--- src/design/cmnp_pkg.sv ---
package cmnp_pkg;

   localparam int Q_DEPTH = 4;
   localparam int Q_PTR_W = $clog2(Q_DEPTH);
   localparam int Q_CNT_W = $clog2(Q_DEPTH + 1);

   localparam logic [1:0] KIND_MOVE = 2'd0;
   localparam logic [1:0] KIND_EOL  = 2'd1;
   localparam logic [1:0] KIND_ERR  = 2'd2;

   localparam logic [2:0] PC_PAWN   = 3'd0;
   localparam logic [2:0] PC_KNIGHT = 3'd1;
   localparam logic [2:0] PC_BISHOP = 3'd2;
   localparam logic [2:0] PC_ROOK   = 3'd3;
   localparam logic [2:0] PC_QUEEN  = 3'd4;
   localparam logic [2:0] PC_KING   = 3'd5;

   localparam logic signed [3:0] SQ_NONE = -4'sd1;

   localparam logic [7:0] CH_X     = 8'h78;
   localparam logic [7:0] CH_EQ    = 8'h3d;
   localparam logic [7:0] CH_O     = 8'h4f;
   localparam logic [7:0] CH_DASH  = 8'h2d;
   localparam logic [7:0] CH_A     = 8'h61;
   localparam logic [7:0] CH_H     = 8'h68;
   localparam logic [7:0] CH_1     = 8'h31;
   localparam logic [7:0] CH_8     = 8'h38;
   localparam logic [7:0] CH_SPACE = 8'h20;
   localparam logic [7:0] CH_LF    = 8'h0a;
   localparam logic [7:0] CH_CR    = 8'h0d;
   localparam logic [7:0] CH_N     = 8'h4e;
   localparam logic [7:0] CH_B     = 8'h42;
   localparam logic [7:0] CH_R     = 8'h52;
   localparam logic [7:0] CH_Q     = 8'h51;
   localparam logic [7:0] CH_K     = 8'h4b;

   typedef enum logic [13:0] {
      PH_START    = 14'b00000000000001,
      PH_C1       = 14'b00000000000010,
      PH_C2       = 14'b00000000000100,
      PH_C3       = 14'b00000000001000,
      PH_C4       = 14'b00000000010000,
      PH_PAWN_F   = 14'b00000000100000,
      PH_PROMO    = 14'b00000001000000,
      PH_PROMO_EQ = 14'b00000010000000,
      PH_PC1      = 14'b00000100000000,
      PH_PC_F     = 14'b00001000000000,
      PH_PC_FR    = 14'b00010000000000,
      PH_PC_R     = 14'b00100000000000,
      PH_DST_F    = 14'b01000000000000,
      PH_DST_R    = 14'b10000000000000
   } phase_type;

   typedef struct packed {
      logic [2:0]        piece;
      logic signed [3:0] first_file;
      logic signed [3:0] first_rank;
      logic signed [3:0] dest_file;
      logic signed [3:0] dest_rank;
      logic              capture;
   } hold_type;

   typedef struct packed {
      logic [1:0]        kind;
      logic [2:0]        piece;
      logic signed [3:0] origin_file;
      logic signed [3:0] origin_rank;
      logic signed [3:0] target_file;
      logic signed [3:0] target_rank;
      logic              captures;
      logic              castle_short;
      logic              castle_long;
      logic [2:0]        promoted_to;
      logic [7:0]        bad_byte;
      logic              last;
   } res_type;

   localparam hold_type HOLD_CLEAR = '{
      piece: PC_PAWN, first_file: SQ_NONE, first_rank: SQ_NONE,
      dest_file: SQ_NONE, dest_rank: SQ_NONE, capture: 1'b0};

   function automatic logic is_file(input logic [7:0] c);
      return (c >= CH_A) && (c <= CH_H);
   endfunction

   function automatic logic is_rank(input logic [7:0] c);
      return (c >= CH_1) && (c <= CH_8);
   endfunction

   function automatic logic signed [3:0] file_val(input logic [7:0] c);
      logic [7:0] d;
      d = c - CH_A;
      return signed'({1'b0, d[2:0]});
   endfunction

   function automatic logic signed [3:0] rank_val(input logic [7:0] c);
      logic [7:0] d;
      d = c - CH_1;
      return signed'({1'b0, d[2:0]});
   endfunction

   function automatic logic [2:0] letter_piece(input logic [7:0] c);
      logic [2:0] p;
      p = PC_PAWN;
      unique case (c)
         CH_N:    p = PC_KNIGHT;
         CH_B:    p = PC_BISHOP;
         CH_R:    p = PC_ROOK;
         CH_Q:    p = PC_QUEEN;
         CH_K:    p = PC_KING;
         default: p = PC_PAWN;
      endcase
      return p;
   endfunction

   function automatic res_type mk_blank(input logic [1:0] kind, input logic [7:0] bad);
      res_type r;
      r.kind         = kind;
      r.piece        = PC_PAWN;
      r.origin_file  = SQ_NONE;
      r.origin_rank  = SQ_NONE;
      r.target_file  = SQ_NONE;
      r.target_rank  = SQ_NONE;
      r.captures     = 1'b0;
      r.castle_short = 1'b0;
      r.castle_long  = 1'b0;
      r.promoted_to  = PC_PAWN;
      r.bad_byte     = bad;
      r.last         = 1'b0;
      return r;
   endfunction

   function automatic res_type mk_castle(input logic is_long);
      res_type r;
      r              = mk_blank(KIND_MOVE, 8'd0);
      r.piece        = PC_KING;
      r.castle_short = !is_long;
      r.castle_long  = is_long;
      return r;
   endfunction

   function automatic res_type mk_move(input hold_type h, input logic [2:0] promo);
      res_type r;
      r             = mk_blank(KIND_MOVE, 8'd0);
      r.piece       = h.piece;
      r.origin_file = h.first_file;
      r.origin_rank = h.first_rank;
      r.target_file = h.dest_file;
      r.target_rank = h.dest_rank;
      r.captures    = h.capture;
      r.promoted_to = promo;
      return r;
   endfunction

endpackage

--- src/design/cmnp_req_if.sv ---
interface cmnp_req_if;
   logic       valid;
   logic       ready;
   logic [7:0] char_byte;

   modport source (output valid, output char_byte, input ready);
   modport sink (input valid, input char_byte, output ready);
endinterface

--- src/design/cmnp_rsp_if.sv ---
interface cmnp_rsp_if;
   logic              valid;
   logic              ready;
   logic [1:0]        kind;
   logic [2:0]        piece;
   logic signed [3:0] origin_file;
   logic signed [3:0] origin_rank;
   logic signed [3:0] target_file;
   logic signed [3:0] target_rank;
   logic              captures;
   logic              castle_short;
   logic              castle_long;
   logic [2:0]        promoted_to;
   logic [7:0]        bad_byte;
   logic              last;

   modport source (output valid, output kind, output piece, output origin_file,
                   output origin_rank, output target_file, output target_rank,
                   output captures, output castle_short, output castle_long,
                   output promoted_to, output bad_byte, output last, input ready);
   modport sink (input valid, input kind, input piece, input origin_file,
                 input origin_rank, input target_file, input target_rank,
                 input captures, input castle_short, input castle_long,
                 input promoted_to, input bad_byte, input last, output ready);
endinterface

--- src/design/chess_move_notation_parser.sv ---
// Results of an accepted request are registered into the result queue and shown on rsp_chan in order.
// Throughput: one request per cycle while the four-entry result queue holds two or fewer
// results; a request that yields two results pushes both into the queue together.
// Reset (synchronous): parse state returns to start of move, held move fields to their
// defaults, and the result queue empties.
module chess_move_notation_parser (
   input  logic      clock,
   input  logic      reset,
   cmnp_req_if.sink  req_chan,
   cmnp_rsp_if.source rsp_chan
);

   typedef struct packed {
      cmnp_pkg::phase_type phase;
      logic                emit;
      cmnp_pkg::res_type   res;
      cmnp_pkg::hold_type  held;
   } start_type;

   cmnp_pkg::phase_type ph_ff, ph_in;
   cmnp_pkg::hold_type  held_ff, held_in;
   cmnp_pkg::res_type   r0, r1;
   logic [1:0]          n_res, push_n;
   logic                acc, pop;
   logic [7:0]          c;
   start_type           st;

   cmnp_pkg::res_type                 mem_ff [cmnp_pkg::Q_DEPTH];
   logic [cmnp_pkg::Q_PTR_W-1:0]      wr_ptr_ff, wr_ptr_in, rd_ptr_ff, rd_ptr_in, wr_next;
   logic [cmnp_pkg::Q_CNT_W-1:0]      count_ff, count_in;
   cmnp_pkg::res_type                 head;

   function automatic start_type start_byte(input logic [7:0] ch,
                                            input cmnp_pkg::hold_type h);
      start_type s;
      s.phase = cmnp_pkg::PH_START;
      s.emit  = 1'b0;
      s.res   = cmnp_pkg::mk_blank(cmnp_pkg::KIND_EOL, 8'd0);
      s.held  = h;
      if (ch == cmnp_pkg::CH_SPACE) begin
         s.emit = 1'b0;
      end else if (ch == cmnp_pkg::CH_LF || ch == cmnp_pkg::CH_CR) begin
         s.emit = 1'b1;
      end else begin
         s.held = cmnp_pkg::HOLD_CLEAR;
         if (ch == cmnp_pkg::CH_O) begin
            s.held.piece = cmnp_pkg::PC_KING;
            s.phase      = cmnp_pkg::PH_C1;
         end else if (cmnp_pkg::is_file(ch)) begin
            s.held.first_file = cmnp_pkg::file_val(ch);
            s.phase           = cmnp_pkg::PH_PAWN_F;
         end else if (cmnp_pkg::letter_piece(ch) != cmnp_pkg::PC_PAWN) begin
            s.held.piece = cmnp_pkg::letter_piece(ch);
            s.phase      = cmnp_pkg::PH_PC1;
         end else begin
            s.emit = 1'b1;
            s.res  = cmnp_pkg::mk_blank(cmnp_pkg::KIND_ERR, ch);
         end
      end
      return s;
   endfunction

   assign c   = req_chan.char_byte;
   assign acc = req_chan.valid && req_chan.ready;
   assign req_chan.ready = (count_ff <= cmnp_pkg::Q_CNT_W'(cmnp_pkg::Q_DEPTH - 2));

   always_comb begin
      ph_in   = ph_ff;
      held_in = held_ff;
      n_res   = 2'd0;
      r0      = cmnp_pkg::mk_blank(cmnp_pkg::KIND_ERR, c);
      r1      = cmnp_pkg::mk_blank(cmnp_pkg::KIND_ERR, c);
      st      = start_byte(c, held_ff);
      unique case (ph_ff)
         cmnp_pkg::PH_C1: begin
            if (c == cmnp_pkg::CH_DASH) ph_in = cmnp_pkg::PH_C2;
            else begin
               ph_in = cmnp_pkg::PH_START;
               n_res = 2'd1;
            end
         end
         cmnp_pkg::PH_C2: begin
            if (c == cmnp_pkg::CH_O) ph_in = cmnp_pkg::PH_C3;
            else begin
               ph_in = cmnp_pkg::PH_START;
               n_res = 2'd1;
            end
         end
         cmnp_pkg::PH_C3: begin
            if (c == cmnp_pkg::CH_DASH) ph_in = cmnp_pkg::PH_C4;
            else begin
               r0      = cmnp_pkg::mk_castle(1'b0);
               r1      = st.res;
               ph_in   = st.phase;
               held_in = st.held;
               n_res   = st.emit ? 2'd2 : 2'd1;
            end
         end
         cmnp_pkg::PH_C4: begin
            ph_in = cmnp_pkg::PH_START;
            n_res = 2'd1;
            if (c == cmnp_pkg::CH_O) r0 = cmnp_pkg::mk_castle(1'b1);
         end
         cmnp_pkg::PH_PAWN_F: begin
            if (c == cmnp_pkg::CH_X) begin
               held_in.capture = 1'b1;
               ph_in           = cmnp_pkg::PH_DST_F;
            end else if (cmnp_pkg::is_rank(c)) begin
               held_in.dest_file  = held_ff.first_file;
               held_in.first_file = cmnp_pkg::SQ_NONE;
               held_in.dest_rank  = cmnp_pkg::rank_val(c);
               ph_in              = cmnp_pkg::PH_PROMO;
            end else begin
               ph_in = cmnp_pkg::PH_START;
               n_res = 2'd1;
            end
         end
         cmnp_pkg::PH_PROMO: begin
            if (c == cmnp_pkg::CH_EQ) ph_in = cmnp_pkg::PH_PROMO_EQ;
            else begin
               r0      = cmnp_pkg::mk_move(held_ff, cmnp_pkg::PC_PAWN);
               r1      = st.res;
               ph_in   = st.phase;
               held_in = st.held;
               n_res   = st.emit ? 2'd2 : 2'd1;
            end
         end
         cmnp_pkg::PH_PROMO_EQ: begin
            ph_in = cmnp_pkg::PH_START;
            n_res = 2'd1;
            if (c == cmnp_pkg::CH_Q || c == cmnp_pkg::CH_R ||
                c == cmnp_pkg::CH_B || c == cmnp_pkg::CH_N)
               r0 = cmnp_pkg::mk_move(held_ff, cmnp_pkg::letter_piece(c));
         end
         cmnp_pkg::PH_PC1: begin
            if (cmnp_pkg::is_file(c)) begin
               held_in.first_file = cmnp_pkg::file_val(c);
               ph_in              = cmnp_pkg::PH_PC_F;
            end else if (cmnp_pkg::is_rank(c)) begin
               held_in.first_rank = cmnp_pkg::rank_val(c);
               ph_in              = cmnp_pkg::PH_PC_R;
            end else if (c == cmnp_pkg::CH_X) begin
               held_in.capture = 1'b1;
               ph_in           = cmnp_pkg::PH_DST_F;
            end else begin
               ph_in = cmnp_pkg::PH_START;
               n_res = 2'd1;
            end
         end
         cmnp_pkg::PH_PC_F: begin
            if (cmnp_pkg::is_rank(c)) begin
               held_in.first_rank = cmnp_pkg::rank_val(c);
               ph_in              = cmnp_pkg::PH_PC_FR;
            end else if (c == cmnp_pkg::CH_X) begin
               held_in.capture = 1'b1;
               ph_in           = cmnp_pkg::PH_DST_F;
            end else if (cmnp_pkg::is_file(c)) begin
               held_in.dest_file = cmnp_pkg::file_val(c);
               ph_in             = cmnp_pkg::PH_DST_R;
            end else begin
               ph_in = cmnp_pkg::PH_START;
               n_res = 2'd1;
            end
         end
         cmnp_pkg::PH_PC_FR: begin
            if (c == cmnp_pkg::CH_X) begin
               held_in.capture = 1'b1;
               ph_in           = cmnp_pkg::PH_DST_F;
            end else if (cmnp_pkg::is_file(c)) begin
               held_in.dest_file = cmnp_pkg::file_val(c);
               ph_in             = cmnp_pkg::PH_DST_R;
            end else begin
               held_in.dest_file  = held_ff.first_file;
               held_in.dest_rank  = held_ff.first_rank;
               held_in.first_file = cmnp_pkg::SQ_NONE;
               held_in.first_rank = cmnp_pkg::SQ_NONE;
               r0    = cmnp_pkg::mk_move(held_in, cmnp_pkg::PC_PAWN);
               st    = start_byte(c, held_in);
               r1    = st.res;
               ph_in = st.phase;
               held_in = st.held;
               n_res = st.emit ? 2'd2 : 2'd1;
            end
         end
         cmnp_pkg::PH_PC_R: begin
            if (c == cmnp_pkg::CH_X) begin
               held_in.capture = 1'b1;
               ph_in           = cmnp_pkg::PH_DST_F;
            end else if (cmnp_pkg::is_file(c)) begin
               held_in.dest_file = cmnp_pkg::file_val(c);
               ph_in             = cmnp_pkg::PH_DST_R;
            end else begin
               ph_in = cmnp_pkg::PH_START;
               n_res = 2'd1;
            end
         end
         cmnp_pkg::PH_DST_F: begin
            if (cmnp_pkg::is_file(c)) begin
               held_in.dest_file = cmnp_pkg::file_val(c);
               ph_in             = cmnp_pkg::PH_DST_R;
            end else begin
               ph_in = cmnp_pkg::PH_START;
               n_res = 2'd1;
            end
         end
         cmnp_pkg::PH_DST_R: begin
            if (!cmnp_pkg::is_rank(c)) begin
               ph_in = cmnp_pkg::PH_START;
               n_res = 2'd1;
            end else begin
               held_in.dest_rank = cmnp_pkg::rank_val(c);
               if (held_ff.piece == cmnp_pkg::PC_PAWN) ph_in = cmnp_pkg::PH_PROMO;
               else begin
                  r0    = cmnp_pkg::mk_move(held_in, cmnp_pkg::PC_PAWN);
                  ph_in = cmnp_pkg::PH_START;
                  n_res = 2'd1;
               end
            end
         end
         default: begin
            r0      = st.res;
            ph_in   = st.phase;
            held_in = st.held;
            n_res   = st.emit ? 2'd1 : 2'd0;
         end
      endcase
      r0.last = (n_res == 2'd1);
      r1.last = 1'b1;
   end

   // Result queue
   assign push_n    = acc ? n_res : 2'd0;
   assign head      = mem_ff[rd_ptr_ff];
   assign pop       = rsp_chan.valid && rsp_chan.ready;
   assign wr_next   = wr_ptr_ff + cmnp_pkg::Q_PTR_W'(1);
   assign wr_ptr_in = wr_ptr_ff + cmnp_pkg::Q_PTR_W'(push_n);
   assign rd_ptr_in = rd_ptr_ff + cmnp_pkg::Q_PTR_W'(pop);
   assign count_in  = count_ff + cmnp_pkg::Q_CNT_W'(push_n) - cmnp_pkg::Q_CNT_W'(pop);

   always_ff @(posedge clock) begin
      if (reset) begin
         ph_ff     <= cmnp_pkg::PH_START;
         held_ff   <= cmnp_pkg::HOLD_CLEAR;
         wr_ptr_ff <= '0;
         rd_ptr_ff <= '0;
         count_ff  <= '0;
      end else begin
         if (acc) begin
            ph_ff   <= ph_in;
            held_ff <= held_in;
         end
         wr_ptr_ff <= wr_ptr_in;
         rd_ptr_ff <= rd_ptr_in;
         count_ff  <= count_in;
      end
   end

   always_ff @(posedge clock) begin
      for (int i = 0; i < cmnp_pkg::Q_DEPTH; i++) begin
         if (push_n != 2'd0 && wr_ptr_ff == cmnp_pkg::Q_PTR_W'(i)) mem_ff[i] <= r0;
         else if (push_n == 2'd2 && wr_next == cmnp_pkg::Q_PTR_W'(i)) mem_ff[i] <= r1;
      end
   end

   assign rsp_chan.valid        = (count_ff != '0);
   assign rsp_chan.kind         = head.kind;
   assign rsp_chan.piece        = head.piece;
   assign rsp_chan.origin_file  = head.origin_file;
   assign rsp_chan.origin_rank  = head.origin_rank;
   assign rsp_chan.target_file  = head.target_file;
   assign rsp_chan.target_rank  = head.target_rank;
   assign rsp_chan.captures     = head.captures;
   assign rsp_chan.castle_short = head.castle_short;
   assign rsp_chan.castle_long  = head.castle_long;
   assign rsp_chan.promoted_to  = head.promoted_to;
   assign rsp_chan.bad_byte     = head.bad_byte;
   assign rsp_chan.last         = head.last;

endmodule

--- src/flat_wrapper.sv ---
// flat-port wrapper written by rule: the top's interface ports become plain ports
module chess_move_notation_parser_flat 
  (clock, reset, req_chan_valid, req_chan_char_byte, req_chan_ready, rsp_chan_valid, rsp_chan_kind, rsp_chan_piece, rsp_chan_origin_file, rsp_chan_origin_rank, rsp_chan_target_file, rsp_chan_target_rank, rsp_chan_captures, rsp_chan_castle_short, rsp_chan_castle_long, rsp_chan_promoted_to, rsp_chan_bad_byte, rsp_chan_last, rsp_chan_ready);
  cmnp_req_if req_chan_i ();
  cmnp_rsp_if rsp_chan_i ();
  input  logic clock;
  input  logic reset;
  input wire logic [$bits(req_chan_i.valid)-1:0] req_chan_valid;
  input wire logic [$bits(req_chan_i.char_byte)-1:0] req_chan_char_byte;
  output wire logic [$bits(req_chan_i.ready)-1:0] req_chan_ready;
  output wire logic [$bits(rsp_chan_i.valid)-1:0] rsp_chan_valid;
  output wire logic [$bits(rsp_chan_i.kind)-1:0] rsp_chan_kind;
  output wire logic [$bits(rsp_chan_i.piece)-1:0] rsp_chan_piece;
  output wire logic [$bits(rsp_chan_i.origin_file)-1:0] rsp_chan_origin_file;
  output wire logic [$bits(rsp_chan_i.origin_rank)-1:0] rsp_chan_origin_rank;
  output wire logic [$bits(rsp_chan_i.target_file)-1:0] rsp_chan_target_file;
  output wire logic [$bits(rsp_chan_i.target_rank)-1:0] rsp_chan_target_rank;
  output wire logic [$bits(rsp_chan_i.captures)-1:0] rsp_chan_captures;
  output wire logic [$bits(rsp_chan_i.castle_short)-1:0] rsp_chan_castle_short;
  output wire logic [$bits(rsp_chan_i.castle_long)-1:0] rsp_chan_castle_long;
  output wire logic [$bits(rsp_chan_i.promoted_to)-1:0] rsp_chan_promoted_to;
  output wire logic [$bits(rsp_chan_i.bad_byte)-1:0] rsp_chan_bad_byte;
  output wire logic [$bits(rsp_chan_i.last)-1:0] rsp_chan_last;
  input wire logic [$bits(rsp_chan_i.ready)-1:0] rsp_chan_ready;
  assign req_chan_i.valid = req_chan_valid;
  assign req_chan_i.char_byte = req_chan_char_byte;
  assign req_chan_ready = req_chan_i.ready;
  assign rsp_chan_valid = rsp_chan_i.valid;
  assign rsp_chan_kind = rsp_chan_i.kind;
  assign rsp_chan_piece = rsp_chan_i.piece;
  assign rsp_chan_origin_file = rsp_chan_i.origin_file;
  assign rsp_chan_origin_rank = rsp_chan_i.origin_rank;
  assign rsp_chan_target_file = rsp_chan_i.target_file;
  assign rsp_chan_target_rank = rsp_chan_i.target_rank;
  assign rsp_chan_captures = rsp_chan_i.captures;
  assign rsp_chan_castle_short = rsp_chan_i.castle_short;
  assign rsp_chan_castle_long = rsp_chan_i.castle_long;
  assign rsp_chan_promoted_to = rsp_chan_i.promoted_to;
  assign rsp_chan_bad_byte = rsp_chan_i.bad_byte;
  assign rsp_chan_last = rsp_chan_i.last;
  assign rsp_chan_i.ready = rsp_chan_ready;
  chess_move_notation_parser u_core (.clock(clock), .reset(reset), .req_chan(req_chan_i), .rsp_chan(rsp_chan_i));
endmodule
--- config.mk ---
export PLATFORM = sky130hd
export DESIGN_NAME = chess_move_notation_parser_flat
export DESIGN_NICKNAME = d
export VERILOG_FILES = /design/src/design/cmnp_pkg.sv /design/src/design/cmnp_req_if.sv /design/src/design/cmnp_rsp_if.sv /design/src/design/chess_move_notation_parser.sv /design/src/flat_wrapper.sv
export SDC_FILE = /design/constraint.sdc
export NUM_CORES = 1
export LEC_CHECK = 0
export BUFFER_PORTS_ARGS = -buffer_cell sky130_fd_sc_hd__clkbuf_2
export CORE_MARGIN = 2
export CORE_UTILIZATION = 29
export CTS_CLUSTER_SIZE = 20
export DETAILED_ROUTE_END_ITERATION = 12
export PLACE_DENSITY = 0.48
export SKIP_LAST_GASP = 1
export SYNTH_ARGS = -nofsm -noshare
export SYNTH_HDL_FRONTEND = slang
export SYNTH_SLANG_ARGS = --single-unit
--- constraint.sdc ---
create_clock -name clock -period 9.04 [get_ports clock]
set_input_delay 2.26 -clock clock [delete_from_list [all_inputs] [get_ports clock]]
set_output_delay 2.26 -clock clock [all_outputs]
set_load 0.02 [all_outputs]
Word level (Yosys, flattened, before mapping)

Memories as Yosys holds them, arrays and structs flattened. A register that Yosys moved wholly into a read port is not among the register bits.
Index checks and enable logic that the tools add are counted.

Eq/ne operators: 48
Bitwise gates (word level): 10
Reduce and logical (&&, ||, !) cells: 40
Add/subtract/negate cells: 7
Order comparisons: 5
Multiplexer cells: 166

Operators by type and width:

| operator                                                         | count |
|---|---|
| 36-bit two-way mux                                               | 18 |
| 40-bit two-way mux                                               | 10 |
| 37-bit two-way mux                                               | 9 |
| 36-bit case mux with 7 select lines                              | 1 |
| 56-bit two-way mux                                               | 4 |
| 14-bit two-way mux                                               | 15 |
| 14-bit case mux with 12 select lines                             | 1 |
| 36-bit case mux with 3 select lines                              | 1 |
| 4-bit case mux with 6 select lines                               | 3 |
| 36-bit OR reduction                                              | 2 |
| 8-bit by 7-bit == test with 1-bit output (second input constant) | 7 |
| 4-bit two-way mux                                                | 13 |
| 3-bit two-way mux                                                | 15 |
| 1-bit two-way mux                                                | 40 |
| 20-bit two-way mux                                               | 2 |
| 13-bit two-way mux                                               | 3 |
| 2-bit two-way mux                                                | 16 |
| 4-bit case mux with 8 select lines                               | 1 |
| 8-bit by 6-bit == test with 1-bit output (second input constant) | 3 |
| 2-bit case mux with 12 select lines                              | 1 |
| 8-bit AND reduction                                              | 3 |
| 8-bit OR reduction                                               | 3 |
| 7-bit two-way mux                                                | 3 |
| 19-bit two-way mux                                               | 1 |
| 52 further kinds                                                 | 101 |

Memories kept: 1
Output and inout port bits: 38
RAM bits: 144
Register bits after elaboration: 41
Bits of input ports: 12
Logic and storage cells: 287

Memories:

| name          | depth | width | read ports | clocked after memory_dff | write ports | RTL line                         | source |
|---|---|---|---|---|---|---|---|
| u_core.mem_ff | 4     | 36    | 1          | 1                        | 2           | chess_move_notation_parser.sv:28 | `cmnp_pkg::res_type mem_ff [cmnp_pkg::Q_DEPTH];` |

Longest topological paths before layout

Depth after elaboration: 40
Depth in mapped cells: 19
Mapped depth without buffers: 16

Worst setup path before layout

No wires, ideal clock.

Kind: input -> register
Start point: input port req_chan_char_byte[0]
End point: memory u_core.mem_ff[1][0] (netlist name), enable pin
Path buffers: 2
Required time: 8.598 ns
Arrival: 6.268 ns
Stages on the path: 11
Library setup time: 0.442 ns
Path slack: 2.329 ns
Cells stage by stage: clkbuf_1 -> inv_1 -> ha_1 -> or4b_4 -> o2111a_1 -> buf_2 -> nor3_1 -> nor2_1 -> o2111ai_2 -> nand3_1 -> o22ai_1

RTL lines:

| what               | RTL line                         | source |
|---|---|---|
| start: declaration | flat_wrapper.sv:9                | `input wire logic [$bits(req_chan_i.char_byte)-1:0] req_chan_char_byte;` |
| end: declaration   | chess_move_notation_parser.sv:28 |  |

Final worst setup path

Start point: input port req_chan_char_byte[0]
End point: register u_core.count_ff[2] (netlist name)

Cells in the longest elaborated chain, start to end: 34
Elaborated cells between the ends (all ways): 80
Classes of those cells: add/sub: 2; order compare: 4; eq/ne: 12; mux: 57; reduce/logical: 5

RTL lines:

| what                                            | RTL line                          | source |
|---|---|---|
| 8-bit by 7-bit == test with 1-bit output        | cmnp_pkg.sv:105                   | `unique case (c)` |
| 3-bit case mux with 5 select lines              | cmnp_pkg.sv:105                   |  |
| 3-bit two-way mux                               | chess_move_notation_parser.sv:46  | `if (ch == cmnp_pkg::CH_O) begin` |
| 3-bit two-way mux                               | chess_move_notation_parser.sv:42  | `end else if (ch == cmnp_pkg::CH_LF \|\| ch == cmnp_pkg::CH_CR) begin` |
| 3-bit two-way mux                               | chess_move_notation_parser.sv:40  | `if (ch == cmnp_pkg::CH_SPACE) begin` |
| 3-bit two-way mux                               | chess_move_notation_parser.sv:169 | `end else if (cmnp_pkg::is_file(c)) begin` |
| 3-bit two-way mux                               | chess_move_notation_parser.sv:166 | `if (c == cmnp_pkg::CH_X) begin` |
| 3-bit two-way mux                               | chess_move_notation_parser.sv:74  | `unique case (ph_ff)` |
| (+18 left out)                                  | n/a                               |  |
| 1-bit two-way mux                               | chess_move_notation_parser.sv:74  |  |
| 2-bit two-way mux                               | chess_move_notation_parser.sv:182 | `n_res = st.emit ? 2'd2 : 2'd1;` |
| 2-bit two-way mux                               | chess_move_notation_parser.sv:169 |  |
| 2-bit two-way mux                               | chess_move_notation_parser.sv:166 |  |
| 2-bit case mux with 12 select lines (*)         | chess_move_notation_parser.sv:74  |  |
| 2-bit two-way mux (*)                           | chess_move_notation_parser.sv:232 | `assign push_n = acc ? n_res : 2'd0;` |
| 3-bit by 2-bit adder with 3-bit output (*)      | chess_move_notation_parser.sv:238 | `assign count_in = count_ff + cmnp_pkg::Q_CNT_W'(push_n) - cmnp_pkg::Q_CNT_W'(pop);` |
| 3-bit by 1-bit subtractor with 3-bit output (*) | chess_move_notation_parser.sv:238 |  |
| end signal: assignment                          | chess_move_notation_parser.sv:254 | `count_ff <= count_in;` |
| end: declaration                                | chess_move_notation_parser.sv:30  | `logic [cmnp_pkg::Q_CNT_W-1:0] count_ff, count_in;` |

Every way passes the cells marked *; elsewhere a longest branch is shown, timed or not. The select of a mux whose other input is x is not followed.
A chain may end at the register's enable or synchronous reset.

==> results.json <==
{
  "die_h_microns": 189,
  "end_kind": "flip-flop",
  "post_cts_buffers": 0,
  "routed_wl_mm": 29.9,
  "ys_seq_elements": 185,
  "synth_seq_area_share_pct": 49.1,
  "worst_ep_required_time_ns": 9.35,
  "cts_buffers": 17,
  "path_buf_inv": 4,
  "avgSynthCellArea_sq_um": 10.5,
  "dp_hpwl_mm": 20.8,
  "synth_edf_count": 118,
  "tns_ns": 0,
  "ir_worst_vdd_v": 0.000133,
  "cp-start-kind": "primary input",
  "place_area_sq_um": 10600,
  "cp_data_arrival_time_ns": 6.63,
  "worstSetupPathType": "in -> reg",
  "postCtsHoldBufs": 0,
  "fin_nets": 993,
  "cts_tree": "built",
  "grt_pass1_vias": 7512,
  "slew_headroom_pct": 13.3,
  "synth_area_sq_um": 9950,
  "fin_crit_sh_pct": 69.9,
  "gp_congestion": 0.947,
  "die_area_sq_um": 35800,
  "drtIter0Drc": 692,
  "vias": 7634,
  "final_util_pct": 33.1,
  "initial_utilization_pct": 29.6,
  "fin_crit_ns": 6.32,
  "core_sq_um": 33600,
  "antenna_found_initial": 0,
  "postLayoutSetupSlackWorst_ns": 2.72,
  "wire_per_inst_microns": 20.9,
  "crit_chain": "clkbuf_2, inv_1, ha_1, or4b_4, o2111a_1, nor3_1, nor2_1, o2111ai_2, nand3_1, ha_1, inv_1, ha_1, inv_1, fa_1, xnor2_1, xnor2_1, nor2_1",
  "cts_root_buf": "clkbuf_16",
  "cts-resized-gates": 0,
  "ys.flop_type": "edfxtp_1",
  "rsz0062_at_grt": "false",
  "grt_start_max_net_pins": 38,
  "grt-ovfl-total": 0,
  "grt.total_usage_pct": 17.1,
  "ant_nets": 0,
  "p_per_area_nw_per_um2": 208,
  "drc": 0,
  "grt_pass1_wl_mm": 46.4,
  "maxCapViolations": 0,
  "tightest_slew_ns": 1.29,
  "clock_skew_ns": 0.0191,
  "slowest_delay_ns": 0.50,
  "dp_slack_ns": 2.39,
  "cts_buffer_depth": 2,
  "syn2layout_area_growth_pct": 11.9,
  "cts.clk_slew.worst_paths_ns": 0.07,
  "postSynthCellCount": 949,
  "setup_viol": 0,
  "status": "complete, no violations",
  "via_per_inst": 5.34,
  "cts-htree-levels": 4,
  "ys_warn_count": 0,
  "fmax_mhz": 158,
  "multi_input_area_sq_um": 4760,
  "path_delay_family": "simple AND/OR/NAND/NOR gates",
  "die_w_microns": 189,
  "async_flop_share_pct": 0,
  "crit_fanout": 10,
  "fin_area_sq_um": 11100,
  "pin_count": 50,
  "finalHoldViolCount": 0,
  "clk_latency_ns": 0.45,
  "rows": 67,
  "antenna_cells": 0,
  "fillCellCount": 3388,
  "layout-drive-gt1-share_pct": 18.0,
  "synth.distinct_cells": 77,
  "p_leak_nw": 3.74,
  "synth_fp_nets": 972,
  "critical_path.slowest_cell": "or4b_4",
  "regArea_sq_um": 4890,
  "cts_sinks": 185,
  "hp-class": "reg -> reg",
  "firstDrtPassIters": 6,
  "finalMaxSlewViolations": 0,
  "port_buffers": 49
}
==> metal layers <==
metal  routed length (microns)  vias to the layer above  global-route usage [%]  part of all wire, %
met3                      1530                       45                    3.15                  5.1
met5                         0                        -                       0                    0
met1                     14000                     3748                    23.9                   47
met4                       669                        0                    5.83                  2.2
li1                          -                     3597                       -                    -
met2                     13700                      244                    26.8                   46
==> placed cells by master (no fill, tap or decap), types with 14 or more instances in the layout <==
master | Yosys | final
nand4_1 | 18 | 18
nand2b_1 | 15 | 15
edfxtp_1 | 118 | 118
dfxtp_1 | 67 | 65
mux2i_1 | 28 | 28
nand3_1 | 28 | 28
a21oi_1 | 39 | 39
o21ai_0 | 52 | 52
clkbuf_16 | 0 | 17
mux4_2 | 36 | 36
clkbuf_2 | 0 | 49
nor2_1 | 113 | 112
nand2_1 | 96 | 95
inv_1 | 14 | 14
or2_2 | 24 | 24
nor3_1 | 29 | 29
buf_4 | 5 | 15
==> flip-flops by register name (all words and copies together), names as in the netlist <==
signal,cells
u_core.wr_ptr_ff,2
u_core.mem_ff,144
u_core.ph_ff,14
u_core.count_ff,3
u_core.rd_ptr_ff,2
u_core.held_ff,20
==> Yosys cell counts, types with 4 or more instances <==
master     instances  area [sq um]
edfxtp_1         118          3540
nor2_1           113           424
nand2_1           96           360
dfxtp_1           67          1340
o21ai_0           52           260
a21oi_1           39           195
mux4_2            36           811
clkbuf_1          35           131
nor3_1            29           145
mux2i_1           28           280
nand3_1           28           140
or2_2             24           150
nand4_1           18           113
buf_2             17          85.1
nand2b_1          15          93.8
inv_1             14          52.6
o211ai_1          12          90.1
o22ai_1           12          75.1
or3_1             12          75.1
and2_1            10          62.6
and3_1            10          62.6
ha_1              10           125
nor4b_1           10          87.6
nor3b_1            9          67.6
xnor2_1            9          78.8
nor2b_1            8          50.1
a211oi_1           7          52.6
o21a_1             6          45.0
a21boi_0           5          37.5
a22o_1             5          43.8
and4_1             5          43.8
buf_4              5          37.5
o31ai_1            5          37.5
xor2_1             5          43.8
mux2_2             4          45.0
o2111ai_1          4          35.0
==> cells by family (layout without fill, tap and decap cells) <==
family / Yosys count / after routing / synth area share (%)
and+or+nand+nor: 407 / 407 / 20.8
buffers and inverters: 76 / 109 / 3.42
muxes: 69 / 69 / 11.5
adders and majority gates: 11 / 11 / 1.46
AOI/OAI and AO/OA: 187 / 187 / 12.4
xor gates and xnor gates: 14 / 14 / 1.23
DFF: 185 / 185 / 49.1
==> stage by stage <==
| stage | cells | power (mW) | hold slack (ns) |
|---|---|---|---|
| 3_5_place_dp | 1399 | 1.66 | 0.459 |
| 6_report | 1430 | 2.32 | 0.471 |
| 3_3_place_gp | 1399 | 1.66 | 0.453 |
| 2_1_floorplan | 949 | 1.48 | 0.435 |
| 5_1_grt | 1430 | 2.43 | 0.495 |
| 4_1_cts | 1430 | 2.34 | 0.475 |
==> area by class of cell <==
type                            instances  area share (%)
Clock buffer                           19            3.89
Clock inverter                         12           0.720
Inverter                               14           0.472
Multi-Input combinational cell        688            42.8
Sequential cell                       185            43.9
Tap cell                              448            5.04
Timing Repair Buffer                   64            3.22
==> path summary, 6_finish.rpt <==
kind	start	slack [ns]	cells after the start	end
setup / recovery	req_chan_char_byte[0]	2.72	17	u_core.count_ff[2]
hold / removal	u_core.mem_ff[2][32]	0.47	2	u_core.mem_ff[2][32]
setup reg to reg	u_core.ph_ff[6]	4.45	14	u_core.count_ff[2]
hold reg to reg	u_core.mem_ff[2][32]	0.47	2	u_core.mem_ff[2][32]
==> worst register-to-register path, delay by kind of cell (launching register included) <==
family / cells / cell delay [ns]
flip-flops: 1 / 0.44
buffers and inverters: 2 / 0.10
AND/OR/NAND/NOR: 6 / 2.27
adder cells (fa/ha/maj): 3 / 0.93
AO/OA/AOI/OAI: 1 / 0.38
XOR/XNOR: 2 / 0.33
==> power by group <==
part	total (mW)	switching, mW	internal [mW]
registers	1.06	0.0496	1.01
logic	0.577	0.346	0.232
clock network	0.684	0.336	0.348
Note: power is estimated with default switching activity, not from simulation.
